### config.mk
export PLATFORM = sky130hd
export DESIGN_NAME = quadruped_gait_phase_generator_core
export DESIGN_NICKNAME = d
export VERILOG_FILES = /design/src/hdl/qgpg_pkg.sv /design/src/hdl/qgpg_front.sv /design/src/hdl/qgpg_queue.sv /design/src/hdl/qgpg_back.sv /design/src/hdl/quadruped_gait_phase_generator_core.sv
export SDC_FILE = /design/constraint.sdc
export NUM_CORES = 2
export LEC_CHECK = 0
export BUFFER_PORTS_ARGS = -buffer_cell sky130_fd_sc_hd__buf_4
export CAP_MARGIN = 5
export CORE_ASPECT_RATIO = 1.4
export CORE_UTILIZATION = 60
export DETAILED_ROUTE_END_ITERATION = 16
export GPL_TIMING_DRIVEN = 0
export PLACE_DENSITY = 0.78
export SLEW_MARGIN = 5
export SYNTH_ARGS = -nofsm -noshare
export SYNTH_HDL_FRONTEND = slang
export SYNTH_SLANG_ARGS = --single-unit
### constraint.sdc
create_clock -name clk_i -period 27.9 [get_ports clk_i]
set_input_delay 5.58 -clock clk_i [delete_from_list [all_inputs] [get_ports clk_i]]
set_output_delay 5.58 -clock clk_i [all_outputs]
set_load 0.01 [all_outputs]
### src/hdl/qgpg_pkg.sv
// Shared types, constants and helpers for the quadruped gait phase generator.
`default_nettype none
package qgpg_pkg;

  // Field widths
  localparam int AmountW   = 40;
  localparam int FreqW     = 24;
  localparam int DutyW     = 16;
  localparam int PhaseW    = 16;
  localparam int AccW      = 32;
  localparam int ProgW     = 17;
  localparam int LegW      = 2;
  localparam int CfgIdxW   = 2;
  localparam int CfgDataW  = 24;
  localparam int OutDataW  = 56;

  // Clamp limits
  localparam logic [FreqW-1:0] FreqMin = 24'd66;
  localparam logic [DutyW-1:0] DutyMin = 16'd3277;
  localparam logic [DutyW-1:0] DutyMax = 16'd62259;

  // Leg sequencing
  localparam int NumLegs = 4;
  localparam logic [LegW-1:0] LastLeg = LegW'(NumLegs - 1);

  // Divider: quotient bits retired per cycle and divider steps per quotient
  localparam int DivBitsPerCycle = 4;
  localparam int DivSteps        = PhaseW / DivBitsPerCycle;
  localparam int DivStepW        = $clog2(DivSteps);

  // Base-phase queue between front and back
  localparam int QDepth = 2;
  localparam int QPtrW  = $clog2(QDepth);

  // Config register indexes
  localparam logic [CfgIdxW-1:0] CfgGaitMode = 2'd0;
  localparam logic [CfgIdxW-1:0] CfgFreq     = 2'd1;
  localparam logic [CfgIdxW-1:0] CfgDuty     = 2'd2;

  // Config reset values
  localparam logic [FreqW-1:0] FreqReset = 24'd65536;
  localparam logic [DutyW-1:0] DutyReset = 16'd32768;

  typedef enum logic [1:0] {
    GAIT_WALK  = 2'd0,
    GAIT_TROT  = 2'd1,
    GAIT_PACE  = 2'd2,
    GAIT_BOUND = 2'd3
  } gait_e;

  typedef enum logic {
    OP_TICK = 1'b0,
    OP_SET  = 1'b1
  } op_e;

  typedef enum logic [1:0] {
    FR_IDLE,
    FR_MUL,
    FR_SUM,
    FR_COMMIT
  } front_state_e;

  typedef enum logic [1:0] {
    BK_IDLE,
    BK_LEG,
    BK_DIV,
    BK_OUT
  } back_state_e;

  // Queue status seen by both ends
  typedef struct packed {
    logic full;
    logic empty;
  } q_stat_t;

  // One leg result, leg in the lowest bits
  typedef struct packed {
    logic [ProgW-1:0]  stance_frac;
    logic [ProgW-1:0]  swing_frac;
    logic              swing_now;
    logic [PhaseW-1:0] phase;
    logic [LegW-1:0]   leg;
  } leg_res_t;

  localparam int ResW = $bits(leg_res_t);
  localparam int OutPadW = OutDataW - ResW;

  // Leg offset in quarter cycles for a gait
  function automatic logic [1:0] leg_quarter(input gait_e mode, input logic [LegW-1:0] leg);
    logic [7:0] row;  // leg 3 in top bits
    begin
      unique case (mode)
        GAIT_WALK:  row = {2'd1, 2'd3, 2'd2, 2'd0};
        GAIT_TROT:  row = {2'd0, 2'd2, 2'd2, 2'd0};
        GAIT_PACE:  row = {2'd2, 2'd0, 2'd2, 2'd0};
        GAIT_BOUND: row = {2'd2, 2'd2, 2'd0, 2'd0};
        default:    row = 8'd0;
      endcase
      return row[{leg, 1'b0} +: 2];
    end
  endfunction

endpackage
`default_nettype wire

### src/hdl/qgpg_front.sv
// Front end: takes input words, scales time by frequency, updates the phase accumulator.
`default_nettype none
module qgpg_front (
  input  wire logic                              clk_i,
  input  wire logic                              rst_ni,
  input  wire logic                              in_valid_i,
  output logic                                   in_ready_o,
  input  wire logic                              in_op_i,
  input  wire logic [qgpg_pkg::AmountW-1:0]      in_amount_i,
  input  wire logic [qgpg_pkg::FreqW-1:0]        freq_i,
  input  wire qgpg_pkg::q_stat_t                 q_stat_i,
  output logic                                   push_o,
  output logic [qgpg_pkg::PhaseW-1:0]            push_data_o
);

  localparam int HalfW = qgpg_pkg::AmountW / 2;
  localparam int ProdW = HalfW + qgpg_pkg::FreqW;

  qgpg_pkg::front_state_e state_q, state_d;
  logic [qgpg_pkg::AccW-1:0]    acc_q, acc_d;
  logic [qgpg_pkg::AccW-1:0]    acc_sum;
  qgpg_pkg::op_e                op_q;
  logic [qgpg_pkg::AmountW-1:0] amt_q;
  logic [ProdW-1:0]             p_lo_q;
  logic signed [ProdW:0]        p_hi_q;
  logic [qgpg_pkg::AccW-1:0]    scaled_q;
  logic [qgpg_pkg::AccW+3:0]    sum36;

  // Low 36 bits of the full product; bits [35:4] are the phase step
  assign sum36   = {p_hi_q[qgpg_pkg::AccW+3-HalfW:0], {HalfW{1'b0}}}
                 + p_lo_q[qgpg_pkg::AccW+3:0];
  assign acc_sum = acc_q + scaled_q;

  always_comb begin
    state_d     = state_q;
    acc_d       = acc_q;
    in_ready_o  = 1'b0;
    push_o      = 1'b0;
    push_data_o = acc_sum[qgpg_pkg::AccW-1 -: qgpg_pkg::PhaseW];
    unique case (state_q)
      qgpg_pkg::FR_IDLE: begin
        in_ready_o = 1'b1;
        if (in_valid_i) state_d = qgpg_pkg::FR_MUL;
      end
      qgpg_pkg::FR_MUL: state_d = qgpg_pkg::FR_SUM;
      qgpg_pkg::FR_SUM: state_d = qgpg_pkg::FR_COMMIT;
      qgpg_pkg::FR_COMMIT: begin
        if (op_q == qgpg_pkg::OP_SET) begin
          acc_d   = scaled_q;
          state_d = qgpg_pkg::FR_IDLE;
        end else if (!q_stat_i.full) begin
          acc_d   = acc_sum;
          push_o  = 1'b1;
          state_d = qgpg_pkg::FR_IDLE;
        end
      end
      default: state_d = qgpg_pkg::FR_IDLE;
    endcase
  end

  always_ff @(posedge clk_i or negedge rst_ni) begin
    if (!rst_ni) begin
      state_q <= qgpg_pkg::FR_IDLE;
      acc_q   <= '0;
    end else begin
      state_q <= state_d;
      acc_q   <= acc_d;
    end
  end

  // Datapath: amount split in halves, two narrow multiplies, then one add
  always_ff @(posedge clk_i) begin
    if (in_valid_i && in_ready_o) begin
      op_q  <= qgpg_pkg::op_e'(in_op_i);
      amt_q <= in_amount_i;
    end
    p_lo_q   <= amt_q[HalfW-1:0] * freq_i;
    p_hi_q   <= $signed(amt_q[qgpg_pkg::AmountW-1:HalfW]) * $signed({1'b0, freq_i});
    scaled_q <= sum36[qgpg_pkg::AccW+3:4];
  end

endmodule
`default_nettype wire

### src/hdl/qgpg_queue.sv
// Short queue of base phases between front and back.
`default_nettype none
module qgpg_queue (
  input  wire logic                            clk_i,
  input  wire logic                            rst_ni,
  input  wire logic                            push_i,
  input  wire logic [qgpg_pkg::PhaseW-1:0]     push_data_i,
  input  wire logic                            pop_i,
  output logic [qgpg_pkg::PhaseW-1:0]          pop_data_o,
  output qgpg_pkg::q_stat_t                    stat_o
);

  logic [qgpg_pkg::PhaseW-1:0] mem_q [qgpg_pkg::QDepth];
  logic [qgpg_pkg::QPtrW-1:0]  wr_ptr_q, rd_ptr_q;
  logic [qgpg_pkg::QPtrW:0]    count_q;

  assign stat_o.full  = (count_q == (qgpg_pkg::QPtrW+1)'(qgpg_pkg::QDepth));
  assign stat_o.empty = (count_q == '0);
  assign pop_data_o   = mem_q[rd_ptr_q];

  always_ff @(posedge clk_i or negedge rst_ni) begin
    if (!rst_ni) begin
      wr_ptr_q <= '0;
      rd_ptr_q <= '0;
      count_q  <= '0;
    end else begin
      if (push_i) wr_ptr_q <= wr_ptr_q + 1'b1;
      if (pop_i)  rd_ptr_q <= rd_ptr_q + 1'b1;
      case ({push_i, pop_i})
        2'b10:   count_q <= count_q + 1'b1;
        2'b01:   count_q <= count_q - 1'b1;
        default: count_q <= count_q;
      endcase
    end
  end

  always_ff @(posedge clk_i) begin
    if (push_i) mem_q[wr_ptr_q] <= push_data_i;
  end

endmodule
`default_nettype wire

### src/hdl/qgpg_back.sv
// Back end: per leg phase, swing/stance split and progress division, output register.
`default_nettype none
module qgpg_back (
  input  wire logic                           clk_i,
  input  wire logic                           rst_ni,
  input  wire qgpg_pkg::q_stat_t              q_stat_i,
  input  wire logic [qgpg_pkg::PhaseW-1:0]    pop_data_i,
  output logic                                pop_o,
  input  wire qgpg_pkg::gait_e                mode_i,
  input  wire logic [qgpg_pkg::DutyW-1:0]     duty_i,
  output logic                                out_valid_o,
  input  wire logic                           out_ready_i,
  output qgpg_pkg::leg_res_t                  out_res_o,
  output logic                                out_last_o
);

  localparam int PW = qgpg_pkg::PhaseW;

  qgpg_pkg::back_state_e state_q, state_d;
  logic [qgpg_pkg::LegW-1:0]     leg_q, leg_d;
  logic [qgpg_pkg::DivStepW-1:0] step_q, step_d;
  logic                          out_valid_q, out_valid_d;
  logic                          load;

  logic [PW-1:0] base_q, base_d;
  logic [PW-1:0] ph_q, ph_d;
  logic          sw_q, sw_d;
  logic [PW-1:0] rem_q, rem_d;
  logic [PW-1:0] dvs_q, dvs_d;
  logic [PW-1:0] quo_q, quo_d;
  qgpg_pkg::leg_res_t res_q;
  logic          last_q;

  logic [PW-1:0] swing;
  logic [PW-1:0] ph;
  logic          is_sw;
  logic [PW:0]   r;
  logic [PW-1:0] q;

  assign swing = PW'(17'h10000 - {1'b0, duty_i});
  assign ph    = base_q + {qgpg_pkg::leg_quarter(mode_i, leg_q), {(PW-2){1'b0}}};
  assign is_sw = (ph < swing);

  // Restoring division, several quotient bits a cycle; remainder stays below divisor
  always_comb begin
    r = {1'b0, rem_q};
    q = quo_q;
    for (int i = 0; i < qgpg_pkg::DivBitsPerCycle; i++) begin
      r = {r[PW-1:0], 1'b0};
      if (r >= {1'b0, dvs_q}) begin
        r = r - {1'b0, dvs_q};
        q = {q[PW-2:0], 1'b1};
      end else begin
        q = {q[PW-2:0], 1'b0};
      end
    end
  end

  always_comb begin
    state_d = state_q;
    leg_d   = leg_q;
    step_d  = step_q;
    base_d  = base_q;
    ph_d    = ph_q;
    sw_d    = sw_q;
    rem_d   = rem_q;
    dvs_d   = dvs_q;
    quo_d   = quo_q;
    pop_o   = 1'b0;
    load    = 1'b0;
    unique case (state_q)
      qgpg_pkg::BK_IDLE: begin
        if (!q_stat_i.empty) begin
          pop_o   = 1'b1;
          base_d  = pop_data_i;
          leg_d   = '0;
          state_d = qgpg_pkg::BK_LEG;
        end
      end
      qgpg_pkg::BK_LEG: begin
        ph_d    = ph;
        sw_d    = is_sw;
        rem_d   = is_sw ? ph : ph - swing;
        dvs_d   = is_sw ? swing : duty_i;
        quo_d   = '0;
        step_d  = '0;
        state_d = qgpg_pkg::BK_DIV;
      end
      qgpg_pkg::BK_DIV: begin
        rem_d  = r[PW-1:0];
        quo_d  = q;
        step_d = step_q + 1'b1;
        if (step_q == qgpg_pkg::DivStepW'(qgpg_pkg::DivSteps - 1)) state_d = qgpg_pkg::BK_OUT;
      end
      qgpg_pkg::BK_OUT: begin
        if (!out_valid_q || out_ready_i) begin
          load = 1'b1;
          if (leg_q == qgpg_pkg::LastLeg) begin
            state_d = qgpg_pkg::BK_IDLE;
          end else begin
            leg_d   = leg_q + 1'b1;
            state_d = qgpg_pkg::BK_LEG;
          end
        end
      end
      default: state_d = qgpg_pkg::BK_IDLE;
    endcase
  end

  assign out_valid_d = load ? 1'b1 : (out_ready_i ? 1'b0 : out_valid_q);

  always_ff @(posedge clk_i or negedge rst_ni) begin
    if (!rst_ni) begin
      state_q     <= qgpg_pkg::BK_IDLE;
      leg_q       <= '0;
      step_q      <= '0;
      out_valid_q <= 1'b0;
    end else begin
      state_q     <= state_d;
      leg_q       <= leg_d;
      step_q      <= step_d;
      out_valid_q <= out_valid_d;
    end
  end

  always_ff @(posedge clk_i) begin
    base_q <= base_d;
    ph_q   <= ph_d;
    sw_q   <= sw_d;
    rem_q  <= rem_d;
    dvs_q  <= dvs_d;
    quo_q  <= quo_d;
    if (load) begin
      res_q.leg         <= leg_q;
      res_q.phase       <= ph_q;
      res_q.swing_now   <= sw_q;
      res_q.swing_frac  <= sw_q ? {1'b0, quo_q} : 17'h10000;
      res_q.stance_frac <= sw_q ? '0 : {1'b0, quo_q};
      last_q            <= (leg_q == qgpg_pkg::LastLeg);
    end
  end

  assign out_valid_o = out_valid_q;
  assign out_res_o   = res_q;
  assign out_last_o  = last_q;

endmodule
`default_nettype wire

### src/hdl/quadruped_gait_phase_generator_core.sv
// Top level of the four-leg gait phase generator: config registers, front, queue, back.
// An input word accepted in idle is registered, split into two partial products, summed to the
//   scaled step; commit updates the accumulator, for a tick once the queue has room.
// The front takes no new word until it is back in idle. The back pops a base phase, then
//   per leg runs load, 4 divider steps of 4 bits and output, which waits for ready.
// Reset: async, active low; gait trot, 1 Hz, duty one half, accumulator 0, queue empty.
`default_nettype none
module quadruped_gait_phase_generator_core (
  input  wire logic                               clk_i,
  input  wire logic                               rst_ni,
  // Input stream
  input  wire logic                               s_axis_tvalid_i,
  output logic                                    s_axis_tready_o,
  input  wire logic [qgpg_pkg::AmountW-1:0]       s_axis_tdata_i,  // [39:0] amount (signed)
  input  wire logic                               s_axis_tuser_i,  // [0] op: 0 tick, 1 set
  // Output stream
  output logic                                    m_axis_tvalid_o,
  input  wire logic                               m_axis_tready_i,
  // [1:0] leg, [17:2] phase, [18] swing flag, [35:19] swing fraction,
  // [52:36] stance fraction, [55:53] zero
  output logic [qgpg_pkg::OutDataW-1:0]           m_axis_tdata_o,
  output logic                                    m_axis_tlast_o,
  // Config write channel
  input  wire logic                               cfg_valid_i,
  output logic                                    cfg_ready_o,
  input  wire logic [qgpg_pkg::CfgIdxW-1:0]       cfg_index_i,
  input  wire logic [qgpg_pkg::CfgDataW-1:0]      cfg_data_i
);

  // Config registers
  qgpg_pkg::gait_e              mode_q;
  logic [qgpg_pkg::FreqW-1:0]   freq_q;
  logic [qgpg_pkg::DutyW-1:0]   duty_q;
  logic [qgpg_pkg::FreqW-1:0]   freq_eff;
  logic [qgpg_pkg::DutyW-1:0]   duty_eff;

  // Front/queue/back links
  logic                         push;
  logic [qgpg_pkg::PhaseW-1:0]  push_data;
  logic                         pop;
  logic [qgpg_pkg::PhaseW-1:0]  pop_data;
  qgpg_pkg::q_stat_t            q_stat;
  qgpg_pkg::leg_res_t           res;

  assign cfg_ready_o = 1'b1;

  always_ff @(posedge clk_i or negedge rst_ni) begin
    if (!rst_ni) begin
      mode_q <= qgpg_pkg::GAIT_TROT;
      freq_q <= qgpg_pkg::FreqReset;
      duty_q <= qgpg_pkg::DutyReset;
    end else if (cfg_valid_i) begin
      unique case (cfg_index_i)
        qgpg_pkg::CfgGaitMode: mode_q <= qgpg_pkg::gait_e'(cfg_data_i[1:0]);
        qgpg_pkg::CfgFreq:     freq_q <= cfg_data_i[qgpg_pkg::FreqW-1:0];
        qgpg_pkg::CfgDuty:     duty_q <= cfg_data_i[qgpg_pkg::DutyW-1:0];
        default: ;  // unused index, write dropped
      endcase
    end
  end

  // Frequency floor keeps motion alive; duty clamp keeps both divisors nonzero
  assign freq_eff = (freq_q < qgpg_pkg::FreqMin) ? qgpg_pkg::FreqMin : freq_q;
  assign duty_eff = (duty_q < qgpg_pkg::DutyMin) ? qgpg_pkg::DutyMin :
                    (duty_q > qgpg_pkg::DutyMax) ? qgpg_pkg::DutyMax : duty_q;

  qgpg_front u_front (
    .clk_i       (clk_i),
    .rst_ni      (rst_ni),
    .in_valid_i  (s_axis_tvalid_i),
    .in_ready_o  (s_axis_tready_o),
    .in_op_i     (s_axis_tuser_i),
    .in_amount_i (s_axis_tdata_i),
    .freq_i      (freq_eff),
    .q_stat_i    (q_stat),
    .push_o      (push),
    .push_data_o (push_data)
  );

  // Holds base phases of ticks; sets never enter
  qgpg_queue u_queue (
    .clk_i       (clk_i),
    .rst_ni      (rst_ni),
    .push_i      (push),
    .push_data_i (push_data),
    .pop_i       (pop),
    .pop_data_o  (pop_data),
    .stat_o      (q_stat)
  );

  qgpg_back u_back (
    .clk_i       (clk_i),
    .rst_ni      (rst_ni),
    .q_stat_i    (q_stat),
    .pop_data_i  (pop_data),
    .pop_o       (pop),
    .mode_i      (mode_q),
    .duty_i      (duty_eff),
    .out_valid_o (m_axis_tvalid_o),
    .out_ready_i (m_axis_tready_i),
    .out_res_o   (res),
    .out_last_o  (m_axis_tlast_o)
  );

  assign m_axis_tdata_o = {{qgpg_pkg::OutPadW{1'b0}}, res};

  // Queue never written while full
  a_no_overflow: assert property (@(posedge clk_i) disable iff (!rst_ni)
    !(push && q_stat.full))
    else $error("base phase queue overflow");

  // Last marker only on the rear right leg
  a_last_leg: assert property (@(posedge clk_i) disable iff (!rst_ni)
    m_axis_tvalid_o |-> (m_axis_tlast_o == (res.leg == qgpg_pkg::LastLeg)))
    else $error("tlast does not match leg index");

  // Swing words carry zero stance fraction
  a_swing_fields: assert property (@(posedge clk_i) disable iff (!rst_ni)
    (m_axis_tvalid_o && res.swing_now) |-> (res.stance_frac == '0))
    else $error("stance fraction nonzero in swing");

  // Stance words carry full swing fraction
  a_stance_fields: assert property (@(posedge clk_i) disable iff (!rst_ni)
    (m_axis_tvalid_o && !res.swing_now) |-> (res.swing_frac == 17'h10000))
    else $error("swing fraction not full in stance");

endmodule
`default_nettype wire

==> metrics.md <==
| Metric | Value |
|---|---|
| Status | completed |
| R2R setup slack | ~16000 ps |
| Global Route Usage Sum | around 34% |
| CP Launch Type | register |
| Least-Margin Pin Slew | 1150 ps |
| Largest net degree at the start of global routing | just under 90 |
| Die Y | 296 µm |
| Rel. slew slack | between 20% and 30% |
| Worst R2R End | u_back.rem_q[9]$_DFFE_PP_ |
| First-pass GRT wire length | roughly 160000 µm |
| Layout cells sized above 1 | between 7 and 8% |
| Clock-pin slew on the worst setup and hold paths | ~60 ps |
| Core ar. | between 60000 and 70000 µm² |
| Initial antenna violation count | 6 |
| Die width | 212 µm |
| Most frequent CP cell | ha_1 |
| Area leader, netlist | fa_1 |
| End point of the worst hold path | u_front.scaled_q[9]$_DFF_P_ |
| Ys async rst share | about a quarter |
| Setup tns final | 0 ps |
| Area growth from synthesis to final layout | 9.15% |
| FMAX | ~88 MHz |
| Routed WL per cell | about 22 µm |
| Top Metal Used | met5 |
| Final hold viol count | 0 |
| Register area | about 10000 µm² |
| Hold_sp | u_front.p_lo_q[13]$_DFF_P_ |
| Fillcell total | between 4000 and 5000 |
| Most frequent cells after synthesis | inv_1 (553), nand2_1 (460), fa_1 (448) |
| Hold-fix buffers, CTS | 0 |
| Met2 WL | approximately 52000 µm |
| Setup violators final | 0 |
| DP HPWL | between 80000 and 90000 µm |
| Clock tree sinks | 370 |
| Row Count | approximately 110 |
| Worst EP required | approximately 28000 ps |
| Yosys Warn Count | 0 |
| Area of the multi-input gates | between 20000 and 25000 µm² |
| Routability cong. | around 1.0 |
| Met3 wire length | about 6600 µm |
| IO Pins | between 100 and 150 |
| Starting Density | around three fifths |
| Minimum clock period | ~11000 ps |
| Synth top area share | roughly a quarter |
| Setup repair bufs after CTS | 0 |
| Initial DRC count | 1573 |
| Post_cts resized | 0 |
| Netlist Area Pre-Place | 37100 µm² |
| PortBufs | roughly 120 |
| # H-tree levels | 2 |
| Nets@finish | roughly 4800 |
| #FFs+latches synth | 370 |
| Delay of the slowest cell on the worst path | between 500 and 600 ps |
| Post-synthesis cell type count | a little under 90 |
| FF-to-FF path depth | between 40 and 50 |
| Register area share after synthesis | roughly a quarter |
| Worst path slowest cell | edfxtp_1 |
| DRC | 0 |
| Worst setup EP type | register |
| Worst Path Class, Setup | reg -> reg |
| Most frequent cell after synthesis | inv_1 |
| CP Data Arrival Time | ~12000 ps |
| DR vias/cell | around 5.9 |
| CTS tree | built |
| Maximum clock insertion buffer count | 3 |
| RSZ-0062 raised after global routing | false |
| Die Area | between 60000 and 70000 µm² |
| Critical Path Fanout Max | 10 |
| Skew final | a little over 40 ps |
| Reg2reg start | u_back.dvs_q[1]$_DFFE_PN_ |
| Post-synth EDFFs | ~200 |
| DRT antenna net count | 0 |
| Routed Wire Length | 104000 µm |
| Inserted Clock Buffers | 39 |
| Vias | between 20000 and 30000 |
| Hold Path Stages | 0 |
| Hold WC Path Type | reg -> reg |
| Max Cap Viol | 0 |
| Vias in the first global route | between 20000 and 30000 |
| Initial DRT Pass Iterations | 8 |
| Root Driver | clkbuf_16 |
| Max Slew Vio Count | 0 |
| Dominant synthesized flop cell | edfxtp_1 |
| Mapped Cells | roughly 3800 |
| Worst-Skew Late Latency | about 630 ps |
| Syn_area_per_cell | slightly below 10 µm² |
| Final period util | approximately two fifths |
| GRT overflow | 0 |
| WL met1 | 33900 µm |
| Top cells by area, synth | fa_1 (24%), edfxtp_1 (16%), ha_1 (10%), dfrtp_1 (5.7%), inv_1 (5.6%) |
## critical path, delay by kind of cell, from the launching register on
kind | cells | cell delay, ps
adder cells (fa/ha/maj) | 4 | 1540
AND/OR/NAND/NOR | 11 | 2220
AO/OA/AOI/OAI | 19 | 4460
multiplexers | 2 | 660
flip-flops | 1 | 570
buffers and inverters | 6 | 1620
## layer usage
| metal | global-route usage [%] | up-vias |
|---|---|---|
| met5 | 0 | - |
| met2 | 60.6 | 1201 |
| met3 | 5.33 | 538 |
| li1 | - | 12600 |
| met4 | 31.5 | 4 |
| met1 | 34.3 | 13800 |
## kinds of logic (layout without fill, tap and decap cells)
kind of cell,Yosys count,after routing,synth area share [%]
adder cells (fa/ha/maj),754,754,34.5
other,2,7,0.0202
AO/OA/AOI/OAI,486,486,8.52
buffers and inverters,726,923,7.48
AND/OR/NAND/NOR,1103,1103,14.4
flip-flops,370,370,26.6
multiplexers,121,121,3.56
XOR/XNOR,206,206,4.86
## sequential cells by signal (all words and copies together), names as in the netlist, 24 cells and up
register	cells
u_front.acc_q	32
u_back.out_res_o	52
u_front.p_lo_q	32
u_front.amt_q	36
u_queue.mem_q	32
freq_q	24
u_front.scaled_q	32
## through the flow
step / hold slack (ps) / cells / utilization (%) / setup slack (ps) / area, µm²
floorplan: 310 / 3771 / - / 18830 / 37100
global placement: 310 / 4710 / 64.0 / 16640 / 39000
detailed placement: 313 / 4712 / 64.0 / 16670 / 39100
CTS: 327 / 4784 / 66.3 / 16630 / 40500
global route: 335 / 4785 / 66.3 / 15870 / 40500
finish: 328 / 4787 / 66.3 / 16480 / 40500
## cell usage in the layout (no fill, tap or decap), types with 31 or more instances in the layout
cell type,Yosys,layout
xor2_1,64,64
fa_1,448,448
xnor2_1,142,142
mux2i_1,34,34
nor2b_1,40,39
nand2b_1,31,31
clkbuf_16,0,41
and2_1,200,198
buf_4,6,127
ha_1,306,304
nor2_1,148,146
o21ai_0,110,110
inv_1,553,553
a21o_1,51,51
nor3_1,31,31
dfrtp_1,84,84
mux2_2,87,87
dfxtp_1,80,80
clkbuf_1,157,167
edfxtp_1,203,203
nand2_1,460,460
and3_1,83,83
a21oi_1,150,150
## worst max path at each step
stage	from	endpoint	slack, ps	cells after the start
global placement	u_back.dvs_q[1]$_DFFE_PN_	u_back.rem_q[6]$_DFFE_PP_	16640	42
floorplan	u_back.dvs_q[1]$_DFFE_PN_	u_back.rem_q[2]$_DFFE_PP_	18830	43
finish	u_back.dvs_q[1]$_DFFE_PN_	u_back.rem_q[9]$_DFFE_PP_	16480	42
detailed placement	u_back.dvs_q[1]$_DFFE_PN_	u_back.rem_q[6]$_DFFE_PP_	16670	42
CTS	u_back.dvs_q[1]$_DFFE_PN_	u_back.rem_q[9]$_DFFE_PP_	16630	42
global route	u_back.dvs_q[1]$_DFFE_PN_	u_back.rem_q[6]$_DFFE_PP_	15870	43
## cell type report
| cell class | count | share of cell area (%) |
|---|---|---|
| Inverter | 555 | 5.14 |
| Clock inverter | 16 | 0.559 |
| Timing Repair Buffer | 125 | 2.44 |
| Buffer | 171 | 1.71 |
| Antenna cell | 2 | 0.0124 |
| Tap cell | 817 | 2.52 |
| Clock buffer | 56 | 2.78 |
| Sequential cell | 370 | 24.4 |
| Multi-Input combinational cell | 2675 | 60.4 |
Power is left out: the tool's default activity adds up to more than one toggle a clock period on the data nets, which glitch-free logic cannot reach.
